[src/rtl/pmva_pkg.sv]
// pmva_pkg: constants, arctangent table and shared types for the polar
// momentum vector add unit. No dependencies.
`timescale 1ns / 1ps

package pmva_pkg;

   localparam int MAX_STEPS = 32;
   localparam logic [15:0] ANG_FULL = 16'd46080;
   localparam logic [15:0] ANG_QUARTER = 16'd11520;
   localparam logic [29:0] INV_GAIN = 30'd652032874;
   localparam logic signed [31:0] DEG180_Q16 = 32'sd11796480;
   localparam logic signed [31:0] DEG360_Q16 = 32'sd23592960;
   localparam logic signed [25:0] COMP_MAX = 26'sd33554430;
   localparam logic [24:0] MAG_MAX = 25'd33554431;

   // rotation CORDIC datapath: Q16.16 scaled magnitude plus growth
   localparam int RW = 44;
   // vectoring datapath: 26-bit component * 16 plus growth
   localparam int VW = 34;
   localparam int ZW = 32;

   typedef logic signed [RW-1:0] rot_word_type;
   typedef logic signed [VW-1:0] vec_word_type;
   typedef logic signed [ZW-1:0] ang_word_type;

   typedef struct packed {
      rot_word_type ax;
      rot_word_type ay;
      ang_word_type az;
      rot_word_type bx;
      rot_word_type by;
      ang_word_type bz;
   } rot_cell_type;

   typedef struct packed {
      vec_word_type x;
      vec_word_type y;
      ang_word_type z;
   } vec_cell_type;

   function automatic ang_word_type atan_q16(input int idx);
      ang_word_type v;
      v = '0;
      unique case (idx)
         0: v = 32'sd2949120;
         1: v = 32'sd1740967;
         2: v = 32'sd919879;
         3: v = 32'sd466945;
         4: v = 32'sd234379;
         5: v = 32'sd117304;
         6: v = 32'sd58666;
         7: v = 32'sd29335;
         8: v = 32'sd14668;
         9: v = 32'sd7334;
         10: v = 32'sd3667;
         11: v = 32'sd1833;
         12: v = 32'sd917;
         13: v = 32'sd458;
         14: v = 32'sd229;
         15: v = 32'sd115;
         16: v = 32'sd57;
         17: v = 32'sd29;
         18: v = 32'sd14;
         19: v = 32'sd7;
         20: v = 32'sd4;
         21: v = 32'sd2;
         22: v = 32'sd1;
         default: v = '0;
      endcase
      return v;
   endfunction

endpackage

[src/rtl/pmva_vec_cell.sv]
// pmva_vec_cell: one vectoring-mode CORDIC step on the summed vector.
// Depends on pmva_pkg.
`timescale 1ns / 1ps

module pmva_vec_cell #(
   parameter int STEP = 0
) (
   input  logic                   clock,
   input  pmva_pkg::vec_cell_type d_in,
   output pmva_pkg::vec_cell_type d_out
);

   pmva_pkg::vec_cell_type cell_ff, cell_in;

   always_comb begin
      cell_in = d_in;
      if (d_in.y > 0) begin
         cell_in.x = d_in.x + (d_in.y >>> STEP);
         cell_in.y = d_in.y - (d_in.x >>> STEP);
         cell_in.z = d_in.z + pmva_pkg::atan_q16(STEP);
      end else begin
         cell_in.x = d_in.x - (d_in.y >>> STEP);
         cell_in.y = d_in.y + (d_in.x >>> STEP);
         cell_in.z = d_in.z - pmva_pkg::atan_q16(STEP);
      end
   end

   always_ff @(posedge clock) begin
      cell_ff <= cell_in;
   end

   assign d_out = cell_ff;

endmodule

[config.mk]
export PLATFORM = sky130hd
export DESIGN_NAME = pmva_vec_cell
export DESIGN_NICKNAME = d
export VERILOG_FILES = /design/src/rtl/pmva_pkg.sv /design/src/rtl/pmva_vec_cell.sv
export SDC_FILE = /design/constraint.sdc
export NUM_CORES = 1
export LEC_CHECK = 0
export ABC_AREA = 1
export BUFFER_PORTS_ARGS = -buffer_cell sky130_fd_sc_hd__buf_2
export CAP_MARGIN = 10
export CELL_PAD_IN_SITES_DETAIL_PLACEMENT = 2
export CELL_PAD_IN_SITES_GLOBAL_PLACEMENT = 2
export CORE_MARGIN = 1
export CORE_UTILIZATION = 26
export CTS_CLUSTER_SIZE = 25
export DETAILED_ROUTE_END_ITERATION = 10
export PLACE_DENSITY_LB_ADDON = 0.1
export SETUP_SLACK_MARGIN = 0.02
export SYNTH_ARGS = -nofsm -noshare
export SYNTH_HDL_FRONTEND = slang
export SYNTH_SLANG_ARGS = --single-unit
[constraint.sdc]
create_clock -name clock -period 5.4 [get_ports clock]
set_clock_uncertainty 0.1 [all_clocks]
set_input_delay 0.27 -clock clock [delete_from_list [all_inputs] [get_ports clock]]
set_output_delay 0.27 -clock clock [all_outputs]
set_load 0.01 [all_outputs]
==> metrics.yaml, run 1 <==
grt-ovfl-total: 0
path_cells: "buf_2, inv_1, nand4_1, nor3_1, nand3_1, nand2_4, buf_4, ha_1, nand2_1, nand2_1, o21bai_1, nand2_1, o311ai_0, a21oi_1, xor2_1"
first_pass_iters: 4
ys_ff_latch: 99
cts_max_level: 3
dieHeight_microns: 200
antenna_found_initial: 3
vias: 11400
ant_nets: 0
syn_avg_cell_area_sq_um: 6.18
vias_per_cell: 4.83
status: "finished, final reports clean"
row_count: 72
finalPower_uw: 2930
most-common-layout-cells: "nand2_1, inv_1, buf_2"
io_pins: 201
cts_resized: 0
track_usage_pct: 23.7
wirelength_microns: 47000
die-area_sq_mm: 0.0400
tns_ns: 0
setup.worst_path.end_class: "flip-flop"
finalCritPeriodShare_pct: 61.6
drc: 0
leakagePower_uw: 0.00639
ys.warnings.count: 0
cts_root_buf: "clkbuf_16"
multi_input_area_sq_mm: 0.00698
ir_worst_vdd_uv: 176
rsz0062_at_grt: "false"
coreArea_sq_mm: 0.0386
hold_class: "in -> reg"
cts_tree: "built"
largest_reg_flops: 99
seqCellArea_sq_mm: 0.00198
dp_cells: 2327
yosys.area.top_type_share_pct: 19.4
synth_area_sq_mm: 0.0102
gp_congestion: 0.845
path_common_cell: "nand2_1"
path_buf_inv: 3
worst_slew_pin_slew_ns: 0.895
drt_iter0_drc: 343
path_clk_slew_ns: 0.08
synth_largest_area_cell: "dfxtp_1"
cts_buffers: 9
cts_sinks: 99
layout_commonest_cell: "nand2_1"
grt_start_max_net_pins: 77
wl_per_cell_microns: 19.9
final_hold_viol_count: 0
finalNetCount: 2055
layout-drive-gt1-share_pct: 15.5
critPathMaxFanout: 76
slew_headroom_pct: 40.3
fillers: 4793
hold_depth: 3
syn_nets: 1868
ys_types: 43
period_needed_ns: 3.33
arrival_ns: 3.54
maxSlewViolCount: 0
crit_slowest_cell: "buf_4"
yosysSeqAreaShare_pct: 19.4
max_freq_mhz: 301
placed_cell_area_sq_mm: 0.0116
finalSetupViolCount: 0
critPathTopFamily: "simple AND/OR/NAND/NOR gates"
stdcell_count: 2362
grt_pass1_wl_microns: 72800
holdCritStartpoint: "d_in[66]"
design_area_sq_mm: 0.0121
crit_path_max_incr_delay_ns: 0.70
whs_ns: 0.0980
netlist_top_cells_area: "dfxtp_1, nand2_1, ha_1"
syn_inst: 1650
clock_path_buffers: 2
required_ns: 5.62
dp_hpwl_microns: 40000
start_kind: "input port"
hold_end: "d_out[66]"
powerDensity_mw_per_mm2: 243
die_w_microns: 200
critical_path_class: "in -> reg"
initial_core_util_pct: 26.4
maxCapViolCount: 0
grt_pass1_vias: 12800
port_buffers: 200
areaGrowthSynthToFinish_pct: 18.5
-- where the power goes --
part	switching (uW)	internal [uW]	leakage, uW	total, uW
Clock	385	378	0.000160	763
Combinational	874	413	0.00539	1290
Sequential	28.6	855	0.000835	883
-- cells by family (layout without fill, tap and decap cells) --
kind of cell | count (synthesis) | after routing | synth area share (%)
AND/OR/NAND/NOR | 817 | 817 | 35.0
buffers and inverters | 299 | 491 | 12.3
AO/OA/AOI/OAI | 268 | 268 | 14.3
adder cells (fa/ha/maj) | 117 | 117 | 14.6
flip-flops | 99 | 99 | 19.4
XOR/XNOR | 50 | 50 | 4.29
other | 0 | 2 | 0
-- layout make-up --
cell class / count / share of cell area, %
Tap cell: 518 / 5.36
Multi-Input combinational cell: 1252 / 57.7
Clock inverter: 7 / 0.890
Sequential cell: 99 / 16.4
Timing Repair Buffer: 219 / 9.81
Antenna cell: 2 / 0.0414
Clock buffer: 9 / 1.86
Inverter: 256 / 7.95
-- Yosys cell counts (all sizes together) --
cell,instances
o2111ai,1
ha,113
nor2,131
xnor2,3
o211ai,3
nand3,161
o21a,1
xor2,47
dfxtp,99
nor4,4
clkbuf,2
o22ai,1
a31oi,2
buf,41
o21ai,106
o21bai,17
a21boi,2
a21o,5
inv,256
or2,2
and3,1
o311ai,1
nand2,468
nand3b,5
nand4,22
a21oi,129
fa,4
nor3,23
-- per-stage QoR --
stage	util (%)	setup slack, ns
2_1_floorplan	-	2.81
3_3_place_gp	30.0	1.64
3_5_place_dp	30.0	1.53
4_1_cts	31.3	1.94
5_1_grt	31.3	1.74
6_report	31.3	2.07
-- worst max-delay path by stage --
stage | startpoint | to | slack (ns) | cells past startpoint
3_5_place_dp | d_in[33] | d_out[31] | 1.53 | 15
6_report | d_in[33] | d_out[31] | 2.07 | 15
5_1_grt | d_in[32] | d_out[31] | 1.74 | 15
2_1_floorplan | d_in[33] | d_out[28] | 2.81 | 14
4_1_cts | d_in[33] | d_out[31] | 1.94 | 15
3_3_place_gp | d_in[33] | d_out[31] | 1.64 | 15
-- metal layers --
metal | up-vias | track usage [%] | wire [microns]
met5 | - | 0 | 0
met4 | 0 | 6.68 | 822
li1 | 5640 | - | -
met2 | 167 | 41.6 | 22600
met1 | 5573 | 30.6 | 22500
met3 | 37 | 2.26 | 1090
-- repair_timing --
action | CTS | global route
setup buffers | 0 | 0
hold endpoints to repair | 17 | 0
hold buffers | 17 | 0
No activity file was read; power rests on OpenSTA's default activity.
==> run 2, diff against run 1 <==
==> constraint.sdc (replaced) <==
create_clock -name clock -period 3.45 [get_ports clock]
set_clock_uncertainty 0.1 [all_clocks]
set_input_delay 0.1725 -clock clock [delete_from_list [all_inputs] [get_ports clock]]
set_output_delay 0.1725 -clock clock [all_outputs]
set_load 0.01 [all_outputs]
==> metrics.yaml, run 2 (synthesis results as in run 1) <==
clock_path_buffers: 2  # unchanged
power_switching_uw: 1990  # +55%
path_common_cell: "nand3_1"
fin_ws_ns: 0.476  # -1.60 ns
path_clk_slew_ns: 0.07  # about the same
wirelength_microns: 46800  # -0.46%
vias_per_cell: 4.82  # -0.27%
dieHeight_microns: 200  # unchanged
pre_cts_slack_ns: -0.191  # -1.72 ns
arrival_ns: 3.19  # -0.35 ns
multi_input_area_sq_mm: 0.00698  # about the same
ir_worst_vdd_uv: 275  # +56%
cts_sinks: 99  # unchanged
leakagePower_uw: 0.00640  # +0.25%
grt-busiest-layer: "met2"
port_buffers: 200  # unchanged
cts_max_level: 3  # unchanged
drc: 0  # unchanged
maxSlewViolCount: 0  # unchanged
gp_congestion: 0.877  # +3.7%
die_w_microns: 200  # unchanged
seqCellArea_sq_mm: 0.00198  # unchanged
hold_class: "in -> reg"
critPathMaxFanout: 13  # -83%
antenna_found_initial: 2  # -1
track_usage_pct: 23.7  # +0.069 points
cts_tree: "built"
start_kind: "input port"
grt_pass1_wl_microns: 72800  # about the same
required_ns: 3.67  # -1.95 ns
io_pins: 201  # unchanged
finalSetupViolCount: 0  # unchanged
status: "finished, final reports clean"
cts_buffers: 9  # unchanged
powerDensity_mw_per_mm2: 376  # +55%
grt_util_met1_pct: 30.9  # +0.27 points
path_cells: "buf_2, inv_1, nand4_1, nor3_1, nand3_1, nand2_4, inv_2, fa_1, o21ai_0, a21oi_1, o21bai_1, nand3_1, nand2_1, xor2_1"
design_area_sq_mm: 0.0121  # +0.27%
worst_slew_pin_slew_ns: 0.836  # -0.0591 ns
use_met3_pct: 2.42  # +0.16 points
finalNetCount: 2061  # +0.29%
areaGrowthSynthToFinish_pct: 18.8
placed_cell_area_sq_mm: 0.0116  # +0.26%
path_buf_inv: 3  # unchanged
row_count: 72  # unchanged
layout_commonest_cell: "nand2_1"
crit_path_max_incr_delay_ns: 0.41  # -0.29 ns
grt_start_max_net_pins: 72  # -6.5%
hold_depth: 3  # unchanged
switching_share_pct: 43.7  # -0.20 points
p_seq_share_pct: 30.3  # +0.2 points
path_depth: 14  # -1
largest_reg_flops: 99  # unchanged
critical_path_class: "in -> reg"
finalCritPeriodShare_pct: 86.2
coreArea_sq_mm: 0.0386  # unchanged
dp_hpwl_microns: 40100  # +0.18%
grt-ovfl-total: 0  # unchanged
critPathTopFamily: "simple AND/OR/NAND/NOR gates"
max_freq_mhz: 336
setup.worst_path.end_class: "flip-flop"
crit_slowest_cell: "fa_1"
final_hold_viol_count: 0  # unchanged
die-area_sq_mm: 0.0400  # unchanged
postCtsSetupRepairBufs: 0  # unchanged
p_int_uw: 2570  # +56%
grt_pass1_vias: 12700  # -1.0%
wl_per_cell_microns: 19.8  # -0.67%
ant_nets: 0  # unchanged
rsz0062_at_grt: "false"
comb_power_share_pct: 44.2  # +0.3 points
finalPower_uw: 4560  # +56%
period_needed_ns: 2.97
cts_root_buf: "clkbuf_16"
fillers: 4827  # +0.71%
first_pass_iters: 5  # +1
clkPwrFrac_pct: 25.5  # -0.5 points
most-common-layout-cells: "nand2_1, inv_1, buf_2"
vias: 11400  # -0.061%
maxCapViolCount: 0  # unchanged
layout-drive-gt1-share_pct: 15.6  # +0.17 points
drt_iter0_drc: 351  # +2.3%
grt_use_met2_pct: 40.5  # -1.0 points
initial_core_util_pct: 26.4  # unchanged
slew_headroom_pct: 44.3  # +3.9 points
## run 2: changes by cell type in the layout (fill, tap and decap cells not counted)
cell | before | now
buf_4 | 2 | 6
clkinv_8 | 3 | 1
dlygate4sd3_1 | 17 | 19
clkinv_4 | 1 | 0
clkinvlp_4 | 0 | 1
inv_8 | 1 | 2
nor3_1 | 16 | 15
nor3_2 | 7 | 8
## run 2: cell type report
type | count | share of cell area (%)
multi-input cells | 1252 | 57.6
clock buffers | 9 | 1.86
well taps | 518 | 5.35
repair buffers | 225 | 10.2
inverters | 256 | 7.93
clock inverters | 6 | 0.702
diodes | 2 | 0.0413
flip-flops and latches | 99 | 16.3
## run 2: repair_timing
action,in CTS,in global routing
gates resized for setup,0,1
setup endpoints to repair,0,1
endpoints found under the hold margin,19,0
hold buffers,19,0
## run 2: path summary, 6_finish.rpt
| check | slack [ns] | endpoint | from |
|---|---|---|---|
| min | 0.08 | d_out[18] | d_in[18] |
| max | 0.48 | d_out[28] | d_in[32] |
## run 2: layer usage
metal,up-vias,wire length [microns]
met1,5569,22400
met2,161,22200
li1,5652,-
met4,0,1020
met5,-,0
met3,28,1110
## run 2: per-stage QoR
step | hold WS (ns) | utilization (%) | std cells | TNS (ns)
global route | 0.0933 | 31.4 | 2367 | 0
detailed placement | 0.177 | 30.1 | 2331 | -0.361
global placement | 0.176 | 30.1 | 2331 | -0.121
CTS | 0.0625 | 31.3 | 2365 | 0
floorplan | 0.100 | - | 1650 | 0
finish | 0.0850 | 31.4 | 2367 | 0
## run 2: power by group through the flow
stage / Clock, uW / Combinational (uW) / Sequential (uW)
after global routing: 1250 / 2240 / 1410
after detailed placement: 0 / 2010 / 1410
after floorplan: 0 / 1120 / 1520
after global placement: 0 / 1980 / 1410
after CTS: 1220 / 2040 / 1390
final: 1160 / 2020 / 1380
