**src/rtl/pmva_div_cell.sv**
```systemverilog
// pmva_div_cell: one restoring-division step of magnitude / first mass.
// Self-contained; used by the top level as a chain of cells.
`timescale 1ns / 1ps

module pmva_div_cell (
   input  logic        clock,
   input  logic [16:0] rem_in,
   input  logic [32:0] num_in,
   input  logic [15:0] den_in,
   input  logic [32:0] quo_in,
   output logic [16:0] rem_out,
   output logic [32:0] num_out,
   output logic [15:0] den_out,
   output logic [32:0] quo_out
);

   logic [17:0] trial;
   logic [16:0] rem_ff, rem_nx;
   logic [32:0] num_ff, quo_ff;
   logic [15:0] den_ff;
   logic        fits;

   always_comb begin
      trial = {rem_in, num_in[32]};
      fits = trial >= {2'b00, den_in};
      rem_nx = fits ? 17'(trial - {2'b00, den_in}) : trial[16:0];
   end

   always_ff @(posedge clock) begin
      rem_ff <= rem_nx;
      num_ff <= {num_in[31:0], 1'b0};
      den_ff <= den_in;
      quo_ff <= {quo_in[31:0], fits};
   end

   assign rem_out = rem_ff;
   assign num_out = num_ff;
   assign den_out = den_ff;
   assign quo_out = quo_ff;

endmodule
```
**config.mk**
```make
export PLATFORM = sky130hd
export DESIGN_NAME = pmva_div_cell
export DESIGN_NICKNAME = d
export VERILOG_FILES = /design/src/rtl/pmva_div_cell.sv
export SDC_FILE = /design/constraint.sdc
export NUM_CORES = 1
export LEC_CHECK = 0
export BUFFER_PORTS_ARGS = -buffer_cell sky130_fd_sc_hd__buf_2
export CAP_MARGIN = 20
export CORE_MARGIN = 8
export CORE_UTILIZATION = 37
export DETAILED_ROUTE_END_ITERATION = 8
export PLACE_DENSITY = 0.78
export RECOVER_POWER = 25
export SYNTH_ARGS = -nofsm -noshare
export SYNTH_HDL_FRONTEND = slang
export SYNTH_SLANG_ARGS = --single-unit
```
**constraint.sdc**
```tcl
create_clock -name clock -period 2.35 [get_ports clock]
set_input_delay 0.235 -clock clock [delete_from_list [all_inputs] [get_ports clock]]
set_output_delay 0.235 -clock clock [all_outputs]
set_load 0.02 [all_outputs]
```
==> results of run 1 <==
-- layout by cell type (no fill, tap or decap), types with 3 or more instances in the layout --
cell and instances:
sky130_fd_sc_hd__a211oi_1 5, sky130_fd_sc_hd__a21o_1 3, sky130_fd_sc_hd__a21oi_1 14, sky130_fd_sc_hd__buf_2 192, sky130_fd_sc_hd__buf_4 10, sky130_fd_sc_hd__clkbuf_1 4, sky130_fd_sc_hd__clkbuf_8 9, sky130_fd_sc_hd__dfxtp_1 98
sky130_fd_sc_hd__dlygate4sd3_1 80, sky130_fd_sc_hd__ha_1 15, sky130_fd_sc_hd__inv_1 21, sky130_fd_sc_hd__mux2_2 6, sky130_fd_sc_hd__nand2_1 10, sky130_fd_sc_hd__nand2b_1 3, sky130_fd_sc_hd__nand4_1 3, sky130_fd_sc_hd__nor2_1 20
sky130_fd_sc_hd__nor3_1 3, sky130_fd_sc_hd__o21ai_0 8, sky130_fd_sc_hd__xnor2_1 5, sky130_fd_sc_hd__xor2_1 7
-- cell families (layout without fill, tap and decap cells) --
kind of cell             after synthesis  count (layout)
adder cells (fa/ha/maj)               17              17
XOR/XNOR                              12              12
flip-flops                            98              98
multiplexers                           8               8
other                                  1               1
AND/OR/NAND/NOR                       46              48
buffers and inverters                 27             323
AO/OA/AOI/OAI                         50              50
-- worst max-delay path: cells and delay by family --
kind	cells	cell delay, ps
adders and majority gates	1	280
muxes	1	340
and+or+nand+nor	1	220
AOI/OAI and AO/OA	3	830
buffers and inverters	3	660
-- flip-flops by register name (all words and copies together), names as in the netlist --
register and count:
den_out 16, num_out 32, quo_out 33, rem_out 17
-- power by group through the flow --
stage | logic [W] | registers, W | clock network [W]
after global routing | 0.000946 | 0.00185 | 0.00128
after CTS | 0.000858 | 0.00184 | 0.00119
after global placement | 0.000731 | 0.00187 | 0
after detailed placement | 0.000747 | 0.00187 | 0
final | 0.000888 | 0.00184 | 0.00117
after floorplan | 0.000254 | 0.00206 | 0
-- synth_stat cells (all sizes together) (2+ instances only) --
cell type	number
o211ai	3
o21ai	10
nand2	11
a21o	3
inv	21
nand2b	3
a21oi	16
xnor2	5
ha	16
clkbuf	2
xor2	7
a211oi	6
nand4	3
o21a	2
nor2	21
nand3	3
nor3	3
mux2	8
dfxtp	98
buf	4
-- layer usage --
layer	track usage (%)	wire length, µm	vias up
met5	0	12	-
met4	8.94	373	2
met3	7.50	1060	27
met2	38.1	6490	157
met1	20.3	4430	1399
li1	-	-	1462
-- final timing paths --
check	startpoint	end	slack, ps
min	rem_in[11]	rem_out[12]	130
max	den_in[2]	rem_out[1]	30
-- through the flow --
stage | power (W) | area [µm²] | setup slack, ps
global placement | 0.00260 | 4190 | -158
detailed placement | 0.00262 | 4190 | -217
floorplan | 0.00231 | 3040 | 50.9
global route | 0.00408 | 5270 | -48.3
finish | 0.00389 | 5270 | 27.9
CTS | 0.00389 | 5210 | 12.0
-- timing repair --
| item | CTS | global route |
|---|---|---|
| setup endpoints to repair | 0 | 15 |
| hold endpoints to repair | 80 | 0 |
| resized for setup | 0 | 11 |
| buffers inserted | 0 | 0 |
| hold buffers | 80 | 0 |
-- layout make-up --
class | count | area [µm²]
fillers | 605 | 2830
flip-flops and latches | 98 | 1960
repair buffers | 286 | 1850
multi-input cells | 136 | 1020
well taps | 105 | 131
clock buffers | 9 | 124
clock inverters | 7 | 95.1
inverters | 21 | 78.8
==> Implementation_results.wiki, run 1 <==
{| class="wikitable"
! Metric !! Value
|-
| IR drop worst, VDD || 0.448 mV
|-
| Xor-xnor portion of the synthesized cell area || 3.46%
|-
| Width of the chip || 107 µm
|-
| Top post-synthesis cells by area || sky130_fd_sc_hd__dfxtp_1, sky130_fd_sc_hd__ha_1, sky130_fd_sc_hd__a21oi_1
|-
| Number of instances in the synthesized netlist || 259
|-
| Leakage power total || 2.60 nW
|-
| Number of instances on the worst hold path || 2
|-
| Clock sink count || 98
|-
| I/O Buffers || 196
|-
| Detail-routed net length per standard cell || 18.7 µm
|-
| Area leader, netlist || sky130_fd_sc_hd__dfxtp_1
|-
| CP arrival || 2570 ps
|-
| Path class of the lowest-slack min-delay path || in -> reg
|-
| Overall via count from detail_route || 3,047
|-
| Dominant combinational cell family by area after synthesis || compound AO/OA/AOI/OAI gates
|-
| Remaining antenna violation count after routing || 0
|-
| Gr ovfl total || 0
|-
| Number of max-cap violations || 0
|-
| Non-Filler Instances || 662
|-
| Count of different cell masters after synthesis || 39
|-
| Area share of the leading cell type in the synthesized netlist || 64.5%
|-
| Final worst-path cycle share || 98.8%
|-
| Router iterations before antenna repair || 4
|-
| Cells traversed along the worst timing path || dlygate4sd3_1, buf_2, inv_1, ha_1, a21o_1, a221o_1, o211ai_4, nand3_2, mux2_2
|-
| Highest fanout seen on the critical path || 5
|-
| Global Route Usage Sum || 20.7%
|-
| Summed instance area of the synthesized netlist || 3040 µm²
|-
| Fraction of power spent switching nets || 30.1%
|-
| Final cell utilization of the core || 65.1%
|-
| Die Footprint || 11,400 µm²
|-
| Crit start category || input port
|-
| Simple-Gate Fraction of Synth Area || 6.99%
|-
| Warnings, synthesis || 0
|-
| Net count of the mapped netlist || 376
|-
| Clock transition time at the flip-flop clock pins of the worst setup and hold paths || 100 ps
|-
| Number of antenna violations at the first check in global routing || 1
|-
| Worst hold slack || 127 ps
|-
| Post-synthesis to final-layout area growth || 73.2%
|-
| Total power density per cell area || 739 nW/µm²
|-
| Global-route wire length before repair || 18,200 µm
|-
| Data required, critical path || 2590 ps
|-
| Final weighted congestion of routability-driven global placement || 0.820
|-
| Flip-flop and latch count after synthesis || 98
|-
| Routed via count divided by cell count || 4.60
|-
| Power dissipated by switching net loads || 0.00117 W
|-
| Drt total wl || 12,400 µm
|-
| Number of slew-limit violations in the final report || 0
|-
| Post-route setup TNS || 0 ps
|-
| Internal power || 0.00272 W
|-
| Sequential element share of the synthesized area || 64.5%
|-
| Dominant synthesized flop cell || sky130_fd_sc_hd__dfxtp_1
|-
| Share of synthesized area spent on multiplexers || 3.21%
|-
| Post-Synthesis Mean Instance Area || 11.7 µm²
|-
| Fraction of final layout cells sized beyond drive strength 1 || 42.5%
|-
| Part of the total power dissipated in sequential elements || 47.3%
|-
| Largest net degree at the start of global routing || 21
|-
| Effective utilization at floorplan || 37.6%
|-
| Critical-path top delay cell || sky130_fd_sc_hd__dlygate4sd3_1
|-
| CORE AREA || 8090 µm²
|-
| Number of rows created at floorplan || 33
|-
| Half-perimeter wire length of the detailed placement result || 7850 µm
|-
| Via count of the first global-routing pass || 3,251
|-
| Adder-Cell Fraction of Synth Area || 7.24%
|-
| Final Hold Fails || 0
|-
| Root Driver || sky130_fd_sc_hd__clkbuf_8
|-
| Number of antenna cells inserted || 0
|-
| CTS tree || done
|-
| Synthesized-area fraction occupied by ao, oa, aoi and oai cells || 10.7%
|-
| Setup repair after global routing missed its margin || true
|-
| Fraction of power consumed by combinational cells || 22.8%
|-
| Die height || 107 µm
|-
| Total clock buffers created by CTS || 9
|-
| Final setup vio count || 0
|-
| Worst stage delay on the critical path || 520 ps
|-
| Clock H-tree levels || 3
|-
| Share of total power in the clock network || 29.9%
|-
| Max Fclk || 0.431 GHz
|-
| Final net count || 669
|-
| Setup Crit Path Kind || in -> reg
|-
| Number of enable-type register cells in the synthesized netlist || 0
|-
| Top-level I/O count || 199
|-
| Worst setup EP type || flip-flop
|-
| Async set-or-reset flop fraction in the synthesized netlist || 0%
|-
| Run status || complete, no violations
|-
| Maximum count of clock buffers along a single path || 2
|-
| DRC Markers || 0
|-
| Violation count after the first detailed-routing iteration || 110
|-
| Placed cell count || 564
|-
| Clock period minus worst slack || 2320 ps
|}
Note: power is estimated with default switching activity, not from simulation.
==> inputs of run 2 (changes only) <==
--- a/config.mk
+++ b/config.mk
@@ -10,6 +10,7 @@
 export CORE_MARGIN = 8
 export CORE_UTILIZATION = 37
 export DETAILED_ROUTE_END_ITERATION = 8
+export HOLD_SLACK_MARGIN = 0.15
 export PLACE_DENSITY = 0.78
 export RECOVER_POWER = 25
 export SYNTH_ARGS = -nofsm -noshare
==> Implementation_results.wiki, run 2 (synthesis gave the netlist of run 1 again) <==
{| class="wikitable"
! Metric !! Value
|-
| Path class of the lowest-slack min-delay path || in -> reg (unchanged)
|-
| Total clock buffers created by CTS || 9 (unchanged)
|-
| Clock period minus worst slack || 2300 ps (was 2320 ps)
|-
| Number of buffers added for setup after CTS || 0 (unchanged)
|-
| Number of max-cap violations || 0 (unchanged)
|-
| Final net count || 682 (was 669)
|-
| Effective utilization at floorplan || 37.6% (unchanged)
|-
| Detail-routed net length per standard cell || 18.3 µm (was 18.7 µm)
|-
| Violation count after the first detailed-routing iteration || 109 (was 110)
|-
| Clock transition time at the flip-flop clock pins of the worst setup and hold paths || 100 ps (about the same)
|-
| Routed via count divided by cell count || 4.59 (was 4.60)
|-
| Critical-path top delay cell || sky130_fd_sc_hd__dlygate4sd3_1 (unchanged)
|-
| Cell family with most CP delay || compound AO/OA/AOI/OAI gates (unchanged)
|-
| Largest net degree at the start of global routing || 21 (unchanged)
|-
| Worst setup EP type || flip-flop (unchanged)
|-
| Root Driver || sky130_fd_sc_hd__clkbuf_8 (unchanged)
|-
| Non-Filler Instances || 675 (was 662)
|-
| Router iterations before antenna repair || 4 (unchanged)
|-
| IR drop worst, VDD || 0.446 mV (was 0.448 mV)
|-
| Clock sink count || 98 (unchanged)
|-
| CP arrival || 2550 ps (was 2570 ps)
|-
| Worst stage delay on the critical path || 520 ps (about the same)
|-
| Clock H-tree levels || 3 (unchanged)
|-
| Number of instances on the worst hold path || 3 (was 2)
|-
| Top-level I/O count || 199 (unchanged)
|-
| Global-route wire length before repair || 18,400 µm (was 18,200 µm)
|-
| Maximum count of clock buffers along a single path || 2 (unchanged)
|-
| Final Hold Fails || 0 (unchanged)
|-
| Commonest non-fill, non-tap cell in the layout || sky130_fd_sc_hd__buf_2 (unchanged)
|-
| Die Footprint || 11,400 µm² (unchanged)
|-
| Cells traversed along the worst timing path || dlygate4sd3_1, buf_2, inv_1, ha_1, a21o_1, a221o_1, buf_4, a21o_1, a21oi_2, xnor2_1, mux2_2 (was dlygate4sd3_1, buf_2, inv_1, ha_1, a21o_1, a221o_1, o211ai_4, nand3_2, mux2_2)
|-
| Worst hold slack || 185 ps (was 127 ps)
|-
| Worst Setup SP || den_in[2] (unchanged)
|-
| Gr ovfl total || 0 (unchanged)
|-
| Total power consumption of the routed design || 0.00391 W (was 0.00389 W)
|-
| CTS tree || done (unchanged)
|-
| Width of the chip || 107 µm (unchanged)
|-
| Overall via count from detail_route || 3,101 (was 3,047)
|-
| Crit start category || input port (unchanged)
|-
| Run status || complete, no violations (unchanged)
|-
| Drt total wl || 12,400 µm (about the same)
|-
| DRC Markers || 0 (unchanged)
|-
| Die height || 107 µm (unchanged)
|-
| Post-synthesis to final-layout area growth || 77.6% (was 73.2%)
|-
| Setup repair after global routing missed its margin || true (unchanged)
|-
| Final cell utilization of the core || 66.7% (was 65.1%)
|-
| Flip-flop count of the largest register, all copies and words added || 33 (unchanged)
|-
| Number of antenna violations at the first check in global routing || 0 (was 1)
|-
| Final worst-path cycle share || 97.9% (was 98.8%)
|-
| Min-delay src || rem_in[15] (was rem_in[11])
|-
| Final setup vio count || 0 (unchanged)
|-
| Highest fanout seen on the critical path || 3 (was 5)
|-
| Number of rows created at floorplan || 33 (unchanged)
|-
| Data required, critical path || 2600 ps (was 2590 ps)
|-
| CORE AREA || 8090 µm² (unchanged)
|-
| Fraction of final layout cells sized beyond drive strength 1 || 41.4% (was 42.5%)
|-
| I/O Buffers || 196 (unchanged)
|-
| Global Route Usage Sum || 20.9% (was 20.7%)
|-
| Final weighted congestion of routability-driven global placement || 0.820 (unchanged)
|-
| Placed cell count || 564 (unchanged)
|-
| Setup Crit Path Kind || in -> reg (unchanged)
|-
| Number of cells on the critical path || 11 (was 9)
|-
| Worst Hold Endpoint || rem_out[16] (was rem_out[12])
|-
| Number of antenna cells inserted || 0 (unchanged)
|-
| Half-perimeter wire length of the detailed placement result || 7850 µm (unchanged)
|-
| Critical Path Most Common Cell || sky130_fd_sc_hd__a21o_1
|-
| WP buf/inv || 4 (was 3)
|-
| Remaining antenna violation count after routing || 0 (unchanged)
|-
| Max Fclk || 0.435 GHz (was 0.431 GHz)
|-
| Via count of the first global-routing pass || 3,343 (was 3,251)
|-
| Total power density per cell area || 724 nW/µm² (was 739 nW/µm²)
|-
| Leakage power total || 2.65 nW (was 2.60 nW)
|-
| Number of slew-limit violations in the final report || 0 (unchanged)
|-
| Leading cell types in the layout, fill and taps excluded || sky130_fd_sc_hd__buf_2, sky130_fd_sc_hd__dfxtp_1, sky130_fd_sc_hd__dlygate4sd3_1 (unchanged)
|-
| Post-route setup TNS || 0 ps (unchanged)
|}
[run 2: changes by cell type in the layout (fill, tap and decap cells not counted)]
cell and delta:
sky130_fd_sc_hd__nor2_1 -1, sky130_fd_sc_hd__nor2_2 +1, sky130_fd_sc_hd__dlygate4sd3_1 +13, sky130_fd_sc_hd__buf_6 +1, sky130_fd_sc_hd__buf_4 -1, sky130_fd_sc_hd__clkbuf_1 +2, sky130_fd_sc_hd__buf_2 -2
[run 2: how the worst max path moves through the flow]
stage                       end  slack [ps]
CTS                  rem_out[0]          10
detailed placement   rem_out[0]        -220
floorplan           rem_out[12]          50
global route         rem_out[1]          -8
finish               rem_out[8]          50
global placement    rem_out[12]        -160
[run 2: power by group]
group | internal (W) | switching [W]
sequential | 0.00180 | 0.0000405
clock | 0.000524 | 0.000641
combinational | 0.000412 | 0.000494
[run 2: area by class of cell]
cell class,count,area [µm²]
Timing Repair Buffer,299,1980
Inverter,21,78.8
Fill cell,595,2690
Tap cell,105,131
Clock buffer,9,124
Clock inverter,7,95.1
Multi-Input combinational cell,136,1030
Sequential cell,98,1960
[run 2: timing repair]
action,4_1_cts,5_1_grt
endpoints found under the setup margin,0,15
endpoints found under the hold margin,93,0
gates resized for setup,0,13
hold buffers,93,0
[run 2: metrics by stage]
step | area (µm²) | setup slack, ps
floorplan | 3040 | 50.9
global placement | 4190 | -158
detailed placement | 4190 | -217
CTS | 5340 | 12.0
global route | 5400 | -8.11
finish | 5400 | 49.7
[run 2: per-layer routing]
metal  vias up  global-route usage, %  share of wire [%]
li1       1490                      -                  -
met1      1435                   20.6                 36
met2       147                   38.5                 52
met3        29                   7.44                8.0
met4         0                   8.84                3.6
met5         -                      0                  0
[run 2: worst min-delay path, stage by stage]
cell                      delay [ps]
sky130_fd_sc_hd__buf_2           100
sky130_fd_sc_hd__inv_1            60
sky130_fd_sc_hd__o21ai_0          80
